$ cat src/design/huffman_tree_stream_decoder_assert.svh
// ----------------------------------------------------------------------------
// Assertion macros for the Huffman tree stream decoder
// Shared forms of the concurrent checks used in the RTL.
// ----------------------------------------------------------------------------
`ifndef HUFFMAN_TREE_STREAM_DECODER_ASSERT_SVH
`define HUFFMAN_TREE_STREAM_DECODER_ASSERT_SVH

// Same-cycle implication, disabled while reset is asserted
`define HTSD_ASSERT_IMPL(lbl, clk, rstn, ante, cons, msg) \
    lbl: assert property (@(posedge clk) disable iff (!(rstn)) (ante) |-> (cons)) \
        else $error(msg);

// Next-cycle implication, disabled while reset is asserted
`define HTSD_ASSERT_NEXT(lbl, clk, rstn, ante, cons, msg) \
    lbl: assert property (@(posedge clk) disable iff (!(rstn)) (ante) |=> (cons)) \
        else $error(msg);

`endif

$ cat src/design/htsd_pkg.sv
`timescale 1ns / 1ps
// ----------------------------------------------------------------------------
// htsd_pkg
// Types, constants and helpers shared by the Huffman stream decoder.
// ----------------------------------------------------------------------------
package htsd_pkg;

    localparam int IDX_W    = 9;
    localparam int NODE_W   = 19;
    localparam int LEAF_BIT = 18;

    // File phase, advanced once per byte
    typedef enum logic [2:0] {
        PH_COUNT,
        PH_PAD,
        PH_TREE,
        PH_BODY,
        PH_DISCARD
    } phase_t;

    // Back-end sequencer states
    typedef enum logic [2:0] {
        ST_IDLE,
        ST_TREE,
        ST_POP,
        ST_BODY,
        ST_END
    } state_t;

    // One queued input byte
    typedef struct packed {
        logic       fin;
        logic [7:0] data;
    } q_item_t;

    // One result transfer
    typedef struct packed {
        logic [7:0] sym;
        logic       valid;
        logic       last;
        logic       done;
        logic       err;
    } res_t;

    // Number of trailing ones of the padding mask (0 to 8)
    function automatic logic [3:0] pad_count(input logic [7:0] mask);
        logic [3:0] n;
        logic       run;
        n   = 4'd0;
        run = 1'b1;
        for (int i = 0; i < 8; i++) begin
            if (run && mask[i]) begin
                n = n + 4'd1;
            end else begin
                run = 1'b0;
            end
        end
        return n;
    endfunction

endpackage

$ cat src/design/htsd_front.sv
`timescale 1ns / 1ps
// ----------------------------------------------------------------------------
// htsd_front
// Input side: accepts byte transfers into a two-entry queue for the back end.
// ----------------------------------------------------------------------------
module htsd_front
    import htsd_pkg::*;
(
    input  logic       aclk,
    input  logic       aresetn,
    input  logic       s_tvalid,
    output logic       s_tready,
    input  logic [7:0] s_tdata,   // [7:0] in_byte
    input  logic       s_tlast,   // final_byte
    output logic       q_valid,
    output q_item_t    q_item,
    input  logic       q_ready
);

    q_item_t     slot_reg [2];
    logic        wr_ptr_reg, wr_ptr_next;
    logic        rd_ptr_reg, rd_ptr_next;
    logic [1:0]  cnt_reg, cnt_next;
    logic        push, pop;

    assign s_tready = (cnt_reg != 2'd2);
    assign q_valid  = (cnt_reg != 2'd0);
    assign q_item   = slot_reg[rd_ptr_reg];
    assign push     = s_tvalid && s_tready;
    assign pop      = q_valid && q_ready;

    // Pointer and fill bookkeeping
    always_comb begin
        wr_ptr_next = push ? ~wr_ptr_reg : wr_ptr_reg;
        rd_ptr_next = pop ? ~rd_ptr_reg : rd_ptr_reg;
        cnt_next    = cnt_reg + {1'b0, push} - {1'b0, pop};
    end

    always_ff @(posedge aclk) begin
        if (!aresetn) begin
            wr_ptr_reg <= 1'b0;
            rd_ptr_reg <= 1'b0;
            cnt_reg    <= 2'd0;
        end else begin
            wr_ptr_reg <= wr_ptr_next;
            rd_ptr_reg <= rd_ptr_next;
            cnt_reg    <= cnt_next;
        end
    end

    // Queue storage
    always_ff @(posedge aclk) begin
        if (push) begin
            slot_reg[wr_ptr_reg] <= '{fin: s_tlast, data: s_tdata};
        end
    end

endmodule

$ cat config.mk
export PLATFORM = sky130hd
export DESIGN_NAME = htsd_front
export DESIGN_NICKNAME = d
export VERILOG_FILES = /design/src/design/huffman_tree_stream_decoder_assert.svh /design/src/design/htsd_pkg.sv /design/src/design/htsd_front.sv
export SDC_FILE = /design/constraint.sdc
export NUM_CORES = 1
export LEC_CHECK = 0
export BUFFER_PORTS_ARGS = -buffer_cell sky130_fd_sc_hd__buf_2
export CORE_MARGIN = 4
export CORE_UTILIZATION = 49
export DETAILED_ROUTE_END_ITERATION = 16
export GPL_ROUTABILITY_DRIVEN = 0
export GPL_TIMING_DRIVEN = 0
export PLACE_DENSITY = 0.75
export RECOVER_POWER = 50
export SYNTH_ARGS = -nofsm -noshare
export SYNTH_HDL_FRONTEND = slang
export SYNTH_SLANG_ARGS = --single-unit
export TNS_END_PERCENT = 5
$ cat constraint.sdc
create_clock -name aclk -period 2.08 [get_ports aclk]
set_input_delay 0.416 -clock aclk [delete_from_list [all_inputs] [get_ports aclk]]
set_output_delay 0.416 -clock aclk [all_outputs]
set_load 0.02 [all_outputs]
# Yosys cells after proc, flatten, opt, wreduce, memory -nomap -nowiden
# Memory sizes are Yosys's and may differ from the RTL's. A register that Yosys moved wholly into a read port is not among the register bits.
# Index checks and enable logic that the tools add are counted.
[totals] ff_bits=4 mem_bits_rw=18 inputBits=13 wordCells=16 memories=1
[memory_table] name="slot_reg" words=2 width=9 read_ports=1 rd_clocked_by_memory_dff=1 write_ports=1 line="htsd_front.sv:20" rtl="q_item_t slot_reg [2];"
[classes] addsub=2 n_eq_ne=1 n_mux=4 n_bitwise=2 reduce_logical=3
[op_table] cell="$mux 1" count=4
[op_table] cell="$add 2x1->2" count=1
[op_table] cell="$logic_and 1x1->1" count=2
[op_table] cell="$ne 2x2->1 const B" count=1
[op_table] cell="$not 1->1" count=2
[op_table] cell="$reduce_bool 2->1" count=1
[op_table] cell="$sub 2x1->2" count=1

# Depth between registers and ports, before layout
[depth] ltp_word=4 depth_mapped=8

# Worst setup path after synthesis
# OpenSTA, ideal clock, no wires.
[synth_path] path_type="register -> register" from="register cnt_reg[0]" to="register cnt_reg[1]" setup_ps=115 arrival_time_ps=1594 t_required_ps=1965 slack_ps=371 path_stages_with_launch=9 path_buffers=0 path_cell_list="dfxtp_1 -> nand2b_1 -> nand2_1 -> ha_1 -> inv_1 -> ha_1 -> xnor2_1 -> xnor2_1 -> and2_1"
[synth_between] elab_chain_len=4 word_cells_on_any_way=6 cone_classes="add/sub: 2; eq/ne: 1; reduce/logical: 3"
[synth_rtl] element="start, declared" line="htsd_front.sv:23" rtl="logic [1:0] cnt_reg, cnt_next;"
[synth_rtl] element="start signal, assigned" line="htsd_front.sv:47" rtl="cnt_reg <= cnt_next;"
[synth_rtl] element="$ne 2x2->1" line="htsd_front.sv:26" rtl="assign s_tready = (cnt_reg != 2'd2);"
[synth_rtl] element="net s_tready" line="htsd_front.sv:12" rtl="output logic s_tready,"
[synth_rtl] element="$logic_and 1x1->1" line="htsd_front.sv:29" rtl="assign push = s_tvalid && s_tready;"
[synth_rtl] element="$add 2x1->2" line="htsd_front.sv:36" rtl="cnt_next = cnt_reg + {1'b0, push} - {1'b0, pop};"
[synth_rtl] element="$sub 2x1->2" line="htsd_front.sv:36"
# The timed path passes the listed nets, and every way through them passes these cells.
# A chain may end at the register's enable or synchronous reset.

==> insert_results.sql <==
INSERT INTO impl_metrics (metric_group, metric, value, unit) VALUES
('die', 'die-area', '0.00254', 'sq mm'),
('clock_network', 'clockBufferDepth', '2', ''),
('timing', 'worst_setup_skew_after_layout', '1.05', 'ps'),
('timing', 'rsz0062_at_grt', 'false', ''),
('synth', 'yosysWarnings', '0', ''),
('layout', 'final_cell_area', '0.00105', 'sq mm'),
('critical_path', 'cp_data_required_time', '1660', 'ps'),
('timing', 'slew_violations', '0', ''),
('clock_network', 'post_cts_buffers', '0', ''),
('grt', 'grt_start_max_net_pins', '14', ''),
('hold_path', 'hold-path-cell-count', '1', ''),
('power_and_ir_drop', 'powerDensity', '1170', 'mW/mm^2'),
('grt', 'grtUsageTotal', '10.6', '%'),
('layout', 'post-route-util', '61.7', '%'),
('power_and_ir_drop', 'vdd_ir_drop_max', '584', 'uV'),
('synth', 'largest_area_contributor_in_the_netlist', 'sky130_fd_sc_hd__edfxtp_1', ''),
('clock_network', 'post_cts_hold_buffer_count', '0', ''),
('detailed_routing', 'drcViolationCount', '0', ''),
('layout', 'fin_nets', '95', ''),
('hold_path', 'holdCritStartpoint', 's_tlast', ''),
('synth', 'yosys.area.top_type_share', '61.3', '%'),
('detailed_routing', 'vias', '471', ''),
('power_and_ir_drop', 'cellLeakagePower', '0.417', 'nW'),
('layout', 'antennaDiodeCount', '0', ''),
('clock_network', 'worst_skew_pair.late_latency', '290', 'ps'),
('timing', 'hold_viol_final', '0', ''),
('detailed_routing', 'first_iter_violations', '4', ''),
('critical_path', 'timing.rr.start', 'cnt_reg[0]', ''),
('timing', 'max_slew.worst_pin.slew', '787', 'ps'),
('synth', 'syn_inst', '52', ''),
('critical_path', 'critPathArrivalTime', '1360', 'ps'),
('die', 'starting_utilization_of_the_core_area', '51.6', '%'),
('critical_path', 'startpoint_type', 'register', ''),
('grt', 'first_global_vias', '468', ''),
('critical_path', 'reg2reg_setup_slack', '470', 'ps'),
('clock_network', 'h-tree-depth', '1', ''),
('timing', 'postLayoutSetupSlackWorst', '301', 'ps'),
('hold_path', 'hp-class', 'input port to register', ''),
('timing', 'max_freq', '562', 'MHz'),
('timing', 'fin_setup_tns', '0', 'ps'),
('synth', 'post_synth_instance_area', '882', 'sq um'),
('critical_path', 'r2r-end', 'cnt_reg[1]', ''),
('synth', 'synthesis.nets', '67', ''),
('critical_path', 'crit_path_max_fanout', '9', ''),
('die', 'die_height', '50.4', 'microns'),
('place', 'placement.io_buffers', '23', ''),
('status', 'run_status', 'finished, final reports clean', ''),
('critical_path', 'worstRegToRegCells', '8', ''),
('detailed_routing', 'drt_wl_total', '1220', 'microns'),
('synth', 'postSynthRegisterBits', '23', ''),
('hold_path', 'timing.hold.worst_endpoint', 'slot_reg[0][8]', ''),
('layout', 'flow.area_growth_from_synthesis', '19.4', '%'),
('synth', 'synth.lib_cells_used.distinct', '16', ''),
('synth', 'synth-seq-area-share', '72.6', '%'),
('grt', 'overflow', '0', ''),
('place', 'dpl.hpwl', '880', 'microns'),
('clock_network', 'clock_sink_count', '23', ''),
('critical_path', 'worst_setup_path_end_kind', 'output pin', ''),
('timing', 'timing.max_slew.rel_slack', '47.3', '%'),
('timing', 'min_period_over_period', '85.5', '%'),
('die', 'design.portCount', '24', ''),
('synth', 'synth.avg_cell_area', '17.0', 'sq um'),
('detailed_routing', 'dr.pass1.iters', '2', ''),
('die', 'core_area', '0.00171', 'sq mm'),
('clock_network', 'cts_tree', 'built', ''),
('clock_network', 'cts_buffers', '3', ''),
('grt', 'grt_first_pass_wirelength', '2010', 'microns'),
('flow_run', 'drv_cap', '0', ''),
('timing', 'layout_min_cycle_time', '1780', 'ps'),
('synth', 'yosys-top-cells-area', 'sky130_fd_sc_hd__edfxtp_1 (61%), sky130_fd_sc_hd__mux2_2 (11%), sky130_fd_sc_hd__dfxtp_1 (11%), sky130_fd_sc_hd__xnor2_1 (3.0%), sky130_fd_sc_hd__ha_1 (2.8%)', ''),
('critical_path', 'worst-setup-path-type', 'register to output pin', '');
## how the worst max path moves through the flow
stage                          start        endpoint  cells after the start
after floorplan           cnt_reg[0]      cnt_reg[1]                      8
final                       register       q_item[8]                      3
after global routing        register       q_item[3]                      3
after detailed placement  cnt_reg[0]  slot_reg[0][5]                      3
after global placement       q_ready      cnt_reg[1]                      8
after CTS                   register       q_item[8]                      3
## final cells by class
cell class                      count  area [sq um]
Sequential cell                    23           641
Multi-Input combinational cell     27           233
Inverter                            1          3.75
Clock buffer                        3          22.5
Fill cell                         139           654
Buffer                              1          5.00
Tap cell                           25          31.3
Clock inverter                      1          5.00
Timing Repair Buffer               23           113
## where the power goes
part           internal [W]  leakage [nW]  switching, W
clock             0.0000715        0.0177      0.000122
combinational      0.000189         0.190      0.000232
sequential         0.000584         0.210     0.0000299
## placed cells by master (no fill, tap or decap)
cell type	Yosys	routed
sky130_fd_sc_hd__mux2i_1	1	1
sky130_fd_sc_hd__mux2_2	9	9
sky130_fd_sc_hd__clkbuf_4	0	3
sky130_fd_sc_hd__nand2b_1	2	2
sky130_fd_sc_hd__and2_1	2	2
sky130_fd_sc_hd__inv_1	1	1
sky130_fd_sc_hd__o21a_2	1	1
sky130_fd_sc_hd__buf_2	1	22
sky130_fd_sc_hd__nor2_1	1	1
sky130_fd_sc_hd__clkbuf_1	0	2
sky130_fd_sc_hd__ha_1	2	2
sky130_fd_sc_hd__clkinv_2	0	1
sky130_fd_sc_hd__and3_1	1	1
sky130_fd_sc_hd__nand2_1	2	2
sky130_fd_sc_hd__edfxtp_1	18	18
sky130_fd_sc_hd__nor2b_1	2	2
sky130_fd_sc_hd__dfxtp_1	5	5
sky130_fd_sc_hd__or2_2	1	1
sky130_fd_sc_hd__xnor2_1	3	3
## worst max-delay path: stages (launching register included)
cell and delay, ps:
sky130_fd_sc_hd__dfxtp_1 320, sky130_fd_sc_hd__buf_2 230, sky130_fd_sc_hd__mux2_2 360, sky130_fd_sc_hd__buf_2 160
## cells by family (layout without fill, tap and decap cells)
logic type | Yosys count | in the layout | share of synthesized area (%)
buffers and inverters | 2 | 29 | 0.992
DFF | 23 | 23 | 72.6
and+or+nand+nor | 11 | 11 | 6.95
AOI/OAI and AO/OA | 1 | 1 | 0.993
xor gates and xnor gates | 3 | 3 | 2.98
adders and majority gates | 2 | 2 | 2.84
muxes | 10 | 10 | 12.6
## routing by layer
metal	up-vias	global-route usage, %	part of all wire, %
met2	11	18.3	50
met3	0	2.37	5.8
met1	220	13.0	44
met4	0	4.04	0
met5	-	0	0
li1	240	-	-
## synth_stat cells
cell type	instances
sky130_fd_sc_hd__and3_1	1
sky130_fd_sc_hd__and2_1	2
sky130_fd_sc_hd__nor2b_1	2
sky130_fd_sc_hd__inv_1	1
sky130_fd_sc_hd__buf_2	1
sky130_fd_sc_hd__dfxtp_1	5
sky130_fd_sc_hd__nand2_1	2
sky130_fd_sc_hd__nand2b_1	2
sky130_fd_sc_hd__o21a_2	1
sky130_fd_sc_hd__mux2i_1	1
sky130_fd_sc_hd__or2_2	1
sky130_fd_sc_hd__ha_1	2
sky130_fd_sc_hd__mux2_2	9
sky130_fd_sc_hd__edfxtp_1	18
sky130_fd_sc_hd__nor2_1	1
sky130_fd_sc_hd__xnor2_1	3
## metrics by stage
step	hold slack, ps	total power (W)	std cells
after CTS	294	0.00124	104
after detailed placement	476	0.00106	100
after global placement	467	0.00104	100
after global routing	281	0.00131	104
final	297	0.00123	104
after floorplan	455	0.000938	52
Note: power is estimated with default switching activity, not from simulation.
