==> src/design/huffman_tree_stream_decoder_assert.svh <==
// ----------------------------------------------------------------------------
// Assertion macros for the Huffman tree stream decoder
// Shared forms of the concurrent checks used in the RTL.
// ----------------------------------------------------------------------------
`ifndef HUFFMAN_TREE_STREAM_DECODER_ASSERT_SVH
`define HUFFMAN_TREE_STREAM_DECODER_ASSERT_SVH

// Same-cycle implication, disabled while reset is asserted
`define HTSD_ASSERT_IMPL(lbl, clk, rstn, ante, cons, msg) \
    lbl: assert property (@(posedge clk) disable iff (!(rstn)) (ante) |-> (cons)) \
        else $error(msg);

// Next-cycle implication, disabled while reset is asserted
`define HTSD_ASSERT_NEXT(lbl, clk, rstn, ante, cons, msg) \
    lbl: assert property (@(posedge clk) disable iff (!(rstn)) (ante) |=> (cons)) \
        else $error(msg);

`endif

==> src/design/htsd_ram.sv <==
`timescale 1ns / 1ps
// ----------------------------------------------------------------------------
// htsd_ram
// Generic single-write, single-read RAM with registered read data.
// ----------------------------------------------------------------------------
module htsd_ram #(
    parameter int WIDTH = 8,
    parameter int DEPTH = 16
) (
    input  logic                     aclk,
    input  logic                     we,
    input  logic [$clog2(DEPTH)-1:0] waddr,
    input  logic [WIDTH-1:0]         wdata,
    input  logic                     re,
    input  logic [$clog2(DEPTH)-1:0] raddr,
    output logic [WIDTH-1:0]         rdata
);

    logic [WIDTH-1:0] mem [DEPTH];

    // Write port and registered read port
    always_ff @(posedge aclk) begin
        if (we) begin
            mem[waddr] <= wdata;
        end
        if (re) begin
            rdata <= mem[raddr];
        end
    end

endmodule

==> config.mk <==
export PLATFORM = sky130hd
export DESIGN_NAME = htsd_ram
export DESIGN_NICKNAME = d
export VERILOG_FILES = /design/src/design/huffman_tree_stream_decoder_assert.svh /design/src/design/htsd_ram.sv
export SDC_FILE = /design/constraint.sdc
export NUM_CORES = 1
export LEC_CHECK = 0
export BUFFER_PORTS_ARGS = -buffer_cell sky130_fd_sc_hd__buf_2
export CAP_MARGIN = 0
export CORE_MARGIN = 2
export CORE_UTILIZATION = 50
export DETAILED_ROUTE_END_ITERATION = 6
export PLACE_DENSITY = 0.8
export RECOVER_POWER = 25
export SYNTH_ARGS = -nofsm -noshare
export SYNTH_HDL_FRONTEND = slang
export SYNTH_SLANG_ARGS = --single-unit
==> constraint.sdc <==
create_clock -name aclk -period 1.55 [get_ports aclk]
set_input_delay 0.0775 -clock aclk [delete_from_list [all_inputs] [get_ports aclk]]
set_output_delay 0.0775 -clock aclk [all_outputs]
set_load 0.1 [all_outputs]
Word level (Yosys, flattened, before mapping)
Memory sizes are Yosys's and may differ from the RTL's. A register that Yosys moved wholly into a read port is not among the register bits.
Index checks and enable logic that the tools add are counted.

operators by class
  $lt $le $gt $ge = 0
  shifts and indexed selects = 0
  div/mod/pow operators = 0
  equality and inequality tests = 0
  bitwise operators = 0
  reduce and logical (&&, ||, !) cells = 0
  add/subtract/negate cells = 0
  multipliers = 0
  mux-type cells = 2

operators by type and width
  kind               count
  1-bit two-way mux  2

word-level totals
  input port bits = 19
  bits in registers = 0
  output and inout bits = 8
  bits in writable memories = 128
  memories kept = 1
  memory bits (read-only) = 0
  bits in latches = 0
  logic and storage cells = 3

memories
  name  depth  width  rd ports  clocked after Yosys merged registers in  wr ports  RTL line        source
  mem   16     8      1         1                                        1         htsd_ram.sv:19  logic [WIDTH-1:0] mem [DEPTH];

Longest topological paths before layout
Gate-level depths: netlist of the first run.

  depth in word-level cells = 2
  gate-level depth with buffers = 5
  depth with buffers taken out = 3

Worst setup path before layout of the first run
No wires, ideal clock.

  kind = input to register
  from = input port waddr[2]
  to = memory mem[0][0] (enable)
  arrival time = 1.187 ns
  path buffers = 0
  setup slack = -0.020 ns
  library setup time = 0.383 ns
  stages = 2
  data required time = 1.167 ns
  cells stage by stage = or3b_2 nor3_1

RTL lines
  item         RTL line        source
  from (decl)  htsd_ram.sv:12  input logic [$clog2(DEPTH)-1:0] waddr,
  to (decl)    htsd_ram.sv:19

Straight into the memory's write port.

==> out/summary.txt, run 1 <==
Vias in the first global route -> 2609
Mapped Nets -> 248
Finish-stage setup viols -> 0
Critical path arrival -> 1760 ps
Global-route wire length before repair -> 15100 um
Clock power frac -> 45.1%
Crit end category -> flop
Max_slew headroom -> 59.6%
Crit path cell chain -> mux4_1, a22oi_1, nand2_1
Routability Congestion -> 0.726
Final Worst Setup Slack -> 49.6 ps
Via density -> 5.61
CTS Buffer Depth -> 2
Sequential cell fraction of total power -> 48.8%
Cts bufs inserted -> 17
Fill count -> 694
Vert. Die Dim -> 106 um
Post-synthesis adder-cell area fraction -> 0%
Core Footprint -> 10200 um2
Pint -> 6.65 mW
DP HPWL -> 6230 um
RSZ-0062 raised after global routing -> false
Worst r2r src -> mem[0][3]
Tot Pwr -> 8.54 mW
Count of pins over their slew limit -> 0
Port Buffers -> 26
Delay-heaviest family, CP -> multiplexers
Residual DRC count -> 0
Comb power frac -> 6.1%
Multiplexer share of the synthesized area -> 14.8%
Cell variety after synth -> 18
Cells on worst reg2reg path -> 3
Syn Std Cell Area -> 5230 um2
Min Tclk post-route -> 1500 ps
Final net count -> 315
Worst path max stage delay -> 500 ps
WP depth -> 3
Hold path depth -> 3
Die area -> 11300 um2
Largest fanout on the critical path -> 1
Top achievable clock speed -> 666 MHz
Initial Util -> 51.1%
Xor and xnor area share after synthesis -> 0%
Area leader, netlist -> edfxtp_1
Post-synthesis compound-gate area fraction -> 2.30%
Area occupied by registers -> 4080 um2
Routed via count -> 2497
Worst Min Path Start -> waddr[0]
Period utilization -> 96.8%
Main combinational cell family by area after synthesis -> multiplexers
Clock transition at the registers of the reported paths -> 60 ps
Hold Path Class -> in2reg
Post-Layout Cell Count -> 445
Hold_ws -> 134 ps
Cells after synthesis -> 229
WS Path Type -> reg2reg
Worst slew pin tran -> 605 ps
Design Area, Final -> 6300 um2
Startpoint types -> flop
Number of synthesis warnings -> 0
CTS tree -> yes
CTS root buf -> clkbuf_8
Max-cap violations -> 0
Synthesized area per cell -> 22.8 um2
DRT iter0 DRCs -> 229
CTS resizes -> 0
Slowest stage cell, crit path -> mux4_1
DIE WIDTH -> 106 um
Final Hold Fails -> 0
Worst skew pair latency -> 510 ps
Multi-input gate area -> 1060 um2
LEAKAGE -> 2.12 nW
Area contributors post-synth -> edfxtp_1, mux4_2, mux4_1, a22oi_1, nor2_1
CP bufs+invs -> 0
Synth top area share -> 78.1%
Post-synthesis sequential area ratio -> 78.1%
PwrDens -> 1360 nW/um2
DP Area -> 5670 um2
Ports -> 27
Share of post-route cells with drive strength above 1 -> 29.1%
Post-place setup slack -> -64.3 ps
1st-pass router iterations -> 4
Switching Share -> 22.2%
Simple-gate share of the synthesized area -> 3.14%
Largest net degree at the start of global routing -> 20
Sw power -> 1.90 mW
Status -> finished clean
Initial antenna violation count -> 0
Gr usage total -> 19.0%
Ant diodes -> 0
Cell Rows -> 37
Final wirelength -> 9680 um
Placed cell count -> 404
Post-DRT Antenna Nets -> 0
Setup crit start -> mem[0][3]
VDD IR max -> 0.000840 V
Gr ovfl total -> 0
Clock sinks -> 136
Final Skew -> 4.91 ps
CP required -> 1810 ps
Post-synthesis register bit count -> 136
H-tree Lvls -> 4
Drt wl/cell -> 21.8 um
Layout area overhead -> 20.6%
cell families (layout without fill, tap and decap cells):
| family | count (synthesis) | in the layout |
|---|---|---|
| buffers and inverters | 10 | 90 |
| and+or+nand+nor | 35 | 35 |
| muxes | 32 | 32 |
| DFF | 136 | 136 |
| AOI/OAI and AO/OA | 16 | 16 |
per-layer routing:
layer | global-route usage (%) | wire length [um]
met5 | 0 | 0
met4 | 5.92 | 70
met1 | 25.5 | 3780
met2 | 31.1 | 5110
met3 | 4.54 | 725
per-stage QoR:
stage | TNS (ps) | util [%]
floorplan | 0 | -
global placement | -171 | 55.4
detailed placement | -227 | 55.4
CTS | 0 | 62.0
global route | 0 | 61.6
finish | 0 | 61.6
state kept, by name (all words and copies together), names as in the netlist:
register,flops
mem,128
rdata,8
repair_timing:
action,CTS,global route
setup buffers,0,0
endpoints found under the hold margin,136,0
hold buffers,9,0
path summary, 6_finish.rpt:
kind                             endpoint  slack [ps]
worst max-delay path             rdata[3]          50
worst min-delay path            mem[0][5]         130
worst max register to register   rdata[3]          50
worst min register to register   rdata[1]         750
cells in the final DEF, fill, tap and decap left out, types with 6 or more instances in the layout:
cell / instances
dlygate4sd3_1: 9
a22oi_1: 16
clkbuf_16: 16
nor2_1: 13
buf_4: 11
inv_6: 6
mux4_2: 18
clkbuf_1: 11
buf_2: 23
edfxtp_1: 136
nand2_1: 9
mux4_1: 14
cell usage after synthesis:
cell and number:
nor3_1 4, a22oi_1 16, mux4_2 18, and2b_1 1, buf_4 1, edfxtp_1 136, nand3_1 1, and2_1 1
nand3b_1 2, nand2b_1 2, nand2_1 9, clkdlybuf4s25_2 3, or3b_2 1, buf_2 3, nor2_1 13, mux4_1 14
buf_6 3, nor2b_1 1
power by group through the flow:
stage / clock network [mW] / logic (mW) / registers [mW]
2_1_floorplan: 0 / 0.209 / 4.37
3_3_place_gp: 0 / 0.504 / 4.24
3_5_place_dp: 0 / 0.515 / 4.24
4_1_cts: 3.89 / 0.536 / 4.17
5_1_grt: 4.06 / 0.561 / 4.17
6_report: 3.85 / 0.525 / 4.17
final cells by class:
type / instances / share of cell area (%)
clock buffers: 17 / 6.57
clock inverters: 15 / 2.62
multi-input cells: 83 / 16.8
flip-flops and latches: 136 / 64.8
well taps: 136 / 2.70
repair buffers: 58 / 6.49
tightest hold or removal path, stage by stage:
cell and delay, ps:
buf_2 140, nor3_2 60, buf_4 180
(Power assumes the default switching activity.)
==> run 2: changes to the inputs <==
--- a/config.mk
+++ b/config.mk
@@ -8,9 +8,9 @@
 export BUFFER_PORTS_ARGS = -buffer_cell sky130_fd_sc_hd__buf_2
 export CAP_MARGIN = 0
 export CORE_MARGIN = 2
-export CORE_UTILIZATION = 50
+export CORE_UTILIZATION = 42
 export DETAILED_ROUTE_END_ITERATION = 6
-export PLACE_DENSITY = 0.8
+export PLACE_DENSITY = 0.7
 export RECOVER_POWER = 25
 export SYNTH_ARGS = -nofsm -noshare
 export SYNTH_HDL_FRONTEND = slang
==> out/summary.txt, run 2 (synthesis results as in run 1) <==
Gr usage total -> 16.4% (-2.6 points)
1st-pass router iterations -> 4 (unchanged)
DIE WIDTH -> 116 um (+8.8%)
Critical path arrival -> 1650 ps (-110 ps)
Gr ovfl total -> 0 (unchanged)
Share of post-route cells with drive strength above 1 -> 31.2% (+2.1 points)
Most common cell after layout, fill and taps aside -> edfxtp_1
Slowest stage cell, crit path -> mux4_1
Final Hold Fails -> 0 (unchanged)
Finish-stage setup viols -> 0 (unchanged)
Biggest register -> mem
Post-CTS Hold Buffers -> 0 (-9)
DRT iter0 DRCs -> 275 (+20%)
CTS Buffer Depth -> 2 (unchanged)
CTS root buf -> clkbuf_16
RSZ-0062 raised after global routing -> false
Vias in the first global route -> 2607 (-0.077%)
Setup Buffers After CTS -> 0 (unchanged)
DP HPWL -> 6330 um (+1.7%)
Grt met1 use -> 22.2% (-3.4 points)
Met3 Use GR -> 4.65% (+0.12 points)
Clock sinks -> 136 (unchanged)
CTS tree -> yes
Area occupied by registers -> 4080 um2 (unchanged)
Worst path max stage delay -> 580 ps (+80 ps)
Largest regs -> mem x128, rdata x8
Final wirelength -> 10100 um (+4.2%)
Ant diodes -> 0 (unchanged)
Initial Util -> 43.3% (-7.8 points)
Hold Path Class -> in2reg
Multi-input gate area -> 1060 um2 (-0.35%)
WS Path Type -> reg2reg
Min Tclk post-route -> 1500 ps (-0.551 ps)
Placed cell count -> 437 (+8.2%)
Cell Rows -> 40 (+8.1%)
Largest net degree at the start of global routing -> 33 (+65%)
LEAKAGE -> 2.10 nW (-0.64%)
Max_slew headroom -> 55.8% (-3.8 points)
Startpoint types -> flop
Final Skew -> 7.23 ps (+2.31 ps)
CP required -> 1700 ps (-110 ps)
Design Area, Final -> 6260 um2 (-0.77%)
H-tree Lvls -> 4 (unchanged)
Top achievable clock speed -> 667 MHz (about the same)
Routability Congestion -> 0.703 (-3.3%)
Max-cap violations -> 0 (unchanged)
Residual DRC count -> 0 (unchanged)
Count of pins over their slew limit -> 0 (unchanged)
Crit end category -> flop
CTS resizes -> 0 (unchanged)
Period utilization -> 96.8% (about the same)
M2 GR Usage -> 26.1% (-5.1 points)
Initial antenna violation count -> 0 (unchanged)
Via density -> 5.35 (-4.7%)
Vert. Die Dim -> 116 um (+8.8%)
PwrDens -> 1350 nW/um2 (-0.28%)
Status -> finished clean
Final core utilization -> 51.9% (-9.8 points)
Post-DRT Antenna Nets -> 0 (unchanged)
Clock transition at the registers of the reported paths -> 60 ps (about the same)
Cts bufs inserted -> 17 (unchanged)
Busiest metal layer after global routing -> met2
Port Buffers -> 26 (unchanged)
VDD IR max -> 0.000928 V (+10%)
Largest fanout on the critical path -> 1 (unchanged)
Fill count -> 913 (+32%)
Global-route wire length before repair -> 15100 um (about the same)
Core Footprint -> 12100 um2 (+18%)
Die area -> 13400 um2 (+18%)
Final net count -> 307 (-2.5%)
Routed via count -> 2509 (+0.48%)
Worst skew pair latency -> 400 ps (-110 ps)
Drt wl/cell -> 21.5 um (-1.1%)
Max reg flops -> 128 (unchanged)
DP Area -> 5700 um2 (+0.62%)
Post-Layout Cell Count -> 469 (+5.4%)
Layout area overhead -> 19.7%
Ports -> 27 (unchanged)
Most frequent cells in the layout -> edfxtp_1, buf_4, buf_2
Crit path cell chain -> mux4_1, a22oi_1, nand2_1
Worst slew pin tran -> 663 ps (+57.7 ps)
[run 2: cell count changes in the layout (fill, tap and decap cells not counted), sizes merged]
cell / previous run / this run
clkinv: 3 / 10
clkinvlp: 4 / 2
buf: 38 / 44
dlygate4sd3: 9 / 0
clkbuf: 28 / 24
inv: 6 / 0
[run 2: area by class of cell]
type	instances	area share [%]
tap	168	3.36
multi-input combinational	83	16.9
clock inverter	14	2.14
clock buffer	18	6.86
timing repair buffer	50	5.44
sequential	136	65.3
[run 2: per-stage QoR]
step / worst slack (ps) / hold WS (ps) / TNS, ps / total power [mW]
floorplan: 190 / 176 / 0 / 4.58
global placement: -8.33 / 438 / -10.1 / 4.75
detailed placement: -65.3 / 442 / -158 / 4.77
CTS: 45.2 / 15.6 / 0 / 8.52
global route: 2.21 / 11.1 / 0 / 8.69
finish: 50.1 / 26.9 / 0 / 8.45
[run 2: critical path: cells and delay by family, from the launching register on]
family | cells | cell delay (ps)
multiplexers | 1 | 580
flip-flops | 1 | 360
AO/OA/AOI/OAI | 1 | 220
AND/OR/NAND/NOR | 1 | 90
[run 2: report_power, final]
group	internal, mW	switching [mW]
logic	0.171	0.348
clock network	2.34	1.42
registers	4.15	0.0194
total	6.66	1.79
[run 2: layer usage]
layer / routed length, um / vias up
met5: 0 / -
li1: - / 1101
met3: 698 / 13
met4: 125 / 0
met1: 4230 / 1296
met2: 5030 / 99
[run 2: final timing paths]
path / start / to / slack, ps / depth (start not counted)
min: re / rdata[1] / 30 / 1
min reg2reg: mem[12][6] / rdata[6] / 740 / 3
max: mem[5][1] / rdata[1] / 50 / 3
max reg2reg: mem[5][1] / rdata[1] / 50 / 3
==> run 3: changes to the inputs <==
--- a/config.mk
+++ b/config.mk
@@ -9,6 +9,7 @@
 export CAP_MARGIN = 0
 export CORE_MARGIN = 2
 export CORE_UTILIZATION = 42
+export CTS_CLUSTER_DIAMETER = 60
 export DETAILED_ROUTE_END_ITERATION = 6
 export PLACE_DENSITY = 0.7
 export RECOVER_POWER = 25
==> constraint.sdc (replaced) <==
create_clock -name aclk -period 1.55 [get_ports aclk]
set_input_delay 0.2325 -clock aclk [delete_from_list [all_inputs] [get_ports aclk]]
set_output_delay 0.2325 -clock aclk [all_outputs]
set_load 0.1 [all_outputs]
==> out/summary.txt, run 3 (synthesis results as in run 1) <==
Most frequent cells in the layout -> edfxtp_1, buf_2, buf_4
Met3 Use GR -> 4.18% (-0.47 points)
1st-pass router iterations -> 4 (unchanged)
Max-cap violations -> 0 (unchanged)
Status -> finished clean
Top achievable clock speed -> 676 MHz (+1.5%)
DP HPWL -> 6390 um (+0.97%)
Via density -> 5.28 (-1.4%)
Die area -> 13400 um2 (unchanged)
Cts bufs inserted -> 17 (unchanged)
M2 GR Usage -> 25.4% (-0.66 points)
Port Buffers -> 26 (unchanged)
DRT iter0 DRCs -> 248 (-9.8%)
LEAKAGE -> 2.16 nW (+2.9%)
Min Tclk post-route -> 1480 ps (-21.6 ps)
Worst slew pin tran -> 789 ps (+126 ps)
Initial antenna violation count -> 0 (unchanged)
CTS tree -> yes
Largest fanout on the critical path -> 1 (unchanged)
Ports -> 27 (unchanged)
Initial Util -> 43.3% (unchanged)
Fill count -> 914 (+0.11%)
Final Hold Fails -> 0 (unchanged)
Crit end category -> flop
Max_slew headroom -> 47.3% (-8.5 points)
Core Footprint -> 12100 um2 (unchanged)
Worst skew pair latency -> 400 ps (about the same)
Largest net degree at the start of global routing -> 20 (-39%)
Biggest register -> mem
CTS Buffer Depth -> 2 (unchanged)
Final net count -> 308 (+0.33%)
Vert. Die Dim -> 116 um (unchanged)
Gr usage total -> 16.5% (+0.10 points)
Placed cell count -> 438 (+0.23%)
RSZ-0062 raised after global routing -> false
Clock sinks -> 136 (unchanged)
Routability Congestion -> 0.773 (+10%)
Final setup TNS -> 0 ps (unchanged)
Clock transition at the registers of the reported paths -> 60 ps (about the same)
Hold Path Class -> in2reg
Setup Buffers After CTS -> 0 (unchanged)
Final Skew -> 9.24 ps (+2.02 ps)
Ant diodes -> 0 (unchanged)
Post-CTS Hold Buffers -> 0 (unchanged)
Layout area overhead -> 21.9%
Grt met1 use -> 23.7% (+1.5 points)
Routed via count -> 2475 (-1.4%)
Post-Layout Cell Count -> 469 (unchanged)
Period utilization -> 95.4% (-1.4 points)
Largest regs -> mem x128, rdata x8
Share of post-route cells with drive strength above 1 -> 31.2% (unchanged)
Gr ovfl total -> 0 (unchanged)
Post-DRT Antenna Nets -> 0 (unchanged)
Final wirelength -> 10300 um (+1.6%)
Max reg flops -> 128 (unchanged)
Cell Rows -> 40 (unchanged)
Busiest metal layer after global routing -> met2
Critical path arrival -> 1610 ps (-40 ps)
Hold path depth -> 1 (unchanged)
Vias in the first global route -> 2538 (-2.6%)
PwrDens -> 1430 nW/um2 (+5.7%)
WS Path Type -> reg2reg
Residual DRC count -> 0 (unchanged)
H-tree Lvls -> 4 (unchanged)
Final Worst Setup Slack -> 71.7 ps (+21.6 ps)
Tot Pwr -> 9.11 mW (+7.7%)
Drt wl/cell -> 21.9 um (+1.6%)
Cells on worst reg2reg path -> 3 (unchanged)
CP required -> 1690 ps (about the same)
Count of pins over their slew limit -> 0 (unchanged)
Global-route wire length before repair -> 15500 um (+2.6%)
CTS root buf -> clkbuf_16
Startpoint types -> flop
DIE WIDTH -> 116 um (unchanged)
Post-place setup slack -> -232 ps (-167 ps)
Finish-stage setup viols -> 0 (unchanged)
Most common cell after layout, fill and taps aside -> edfxtp_1
CTS resizes -> 0 (unchanged)
VDD IR max -> 0.000551 V (-41%)
==> run 3: cell types whose count changed in the layout (fill, tap and decap cells not counted), sizes merged <==
| cell | before | now |
|---|---|---|
| clkbuf | 24 | 23 |
| bufinv | 2 | 6 |
| clkinv | 10 | 7 |
| buf | 44 | 46 |
| clkinvlp | 2 | 0 |
==> run 3: critical path, cell delays in order, from the launching register on <==
cell,delay [ps]
edfxtp_1,360
mux4_2,480
a22oi_1,250
nand2_1,130
==> run 3: per-stage QoR <==
stage / hold slack [ps] / utilization [%] / instance area [um2]
floorplan: 331 / - / 5230
CTS: 171 / 52.9 / 6380
detailed placement: 594 / 47.5 / 5720
global route: 163 / 52.9 / 6370
finish: 173 / 52.9 / 6370
global placement: 591 / 47.5 / 5720
==> run 3: routing by layer <==
metal | part of all wire [%] | vias up
met4 | 0.19 | 0
met5 | 0 | -
met3 | 7.1 | 4
met2 | 50 | 102
li1 | - | 1097
met1 | 43 | 1272
==> run 3: power breakdown <==
part	switching, mW	internal [mW]	total, mW
Combinational	0.351	0.175	0.526
Sequential	0.0197	4.15	4.17
Clock	1.41	3.00	4.42
==> run 3: layout make-up <==
type / count / area (um2) / area share (%)
Clock buffer: 18 / 429 / 6.73
Clock inverter: 13 / 228 / 3.57
Timing Repair Buffer: 51 / 362 / 5.67
Multi-Input combinational cell: 83 / 1060 / 16.7
Tap cell: 168 / 210 / 3.30
Sequential cell: 136 / 4080 / 64.1
==> run 3: final timing paths <==
| path | end | start | slack, ps |
|---|---|---|---|
| setup reg to reg | rdata[7] | mem[11][7] | 70 |
| hold / removal | rdata[3] | re | 170 |
| setup / recovery | rdata[7] | mem[11][7] | 70 |
| hold reg to reg | rdata[6] | mem[12][6] | 750 |
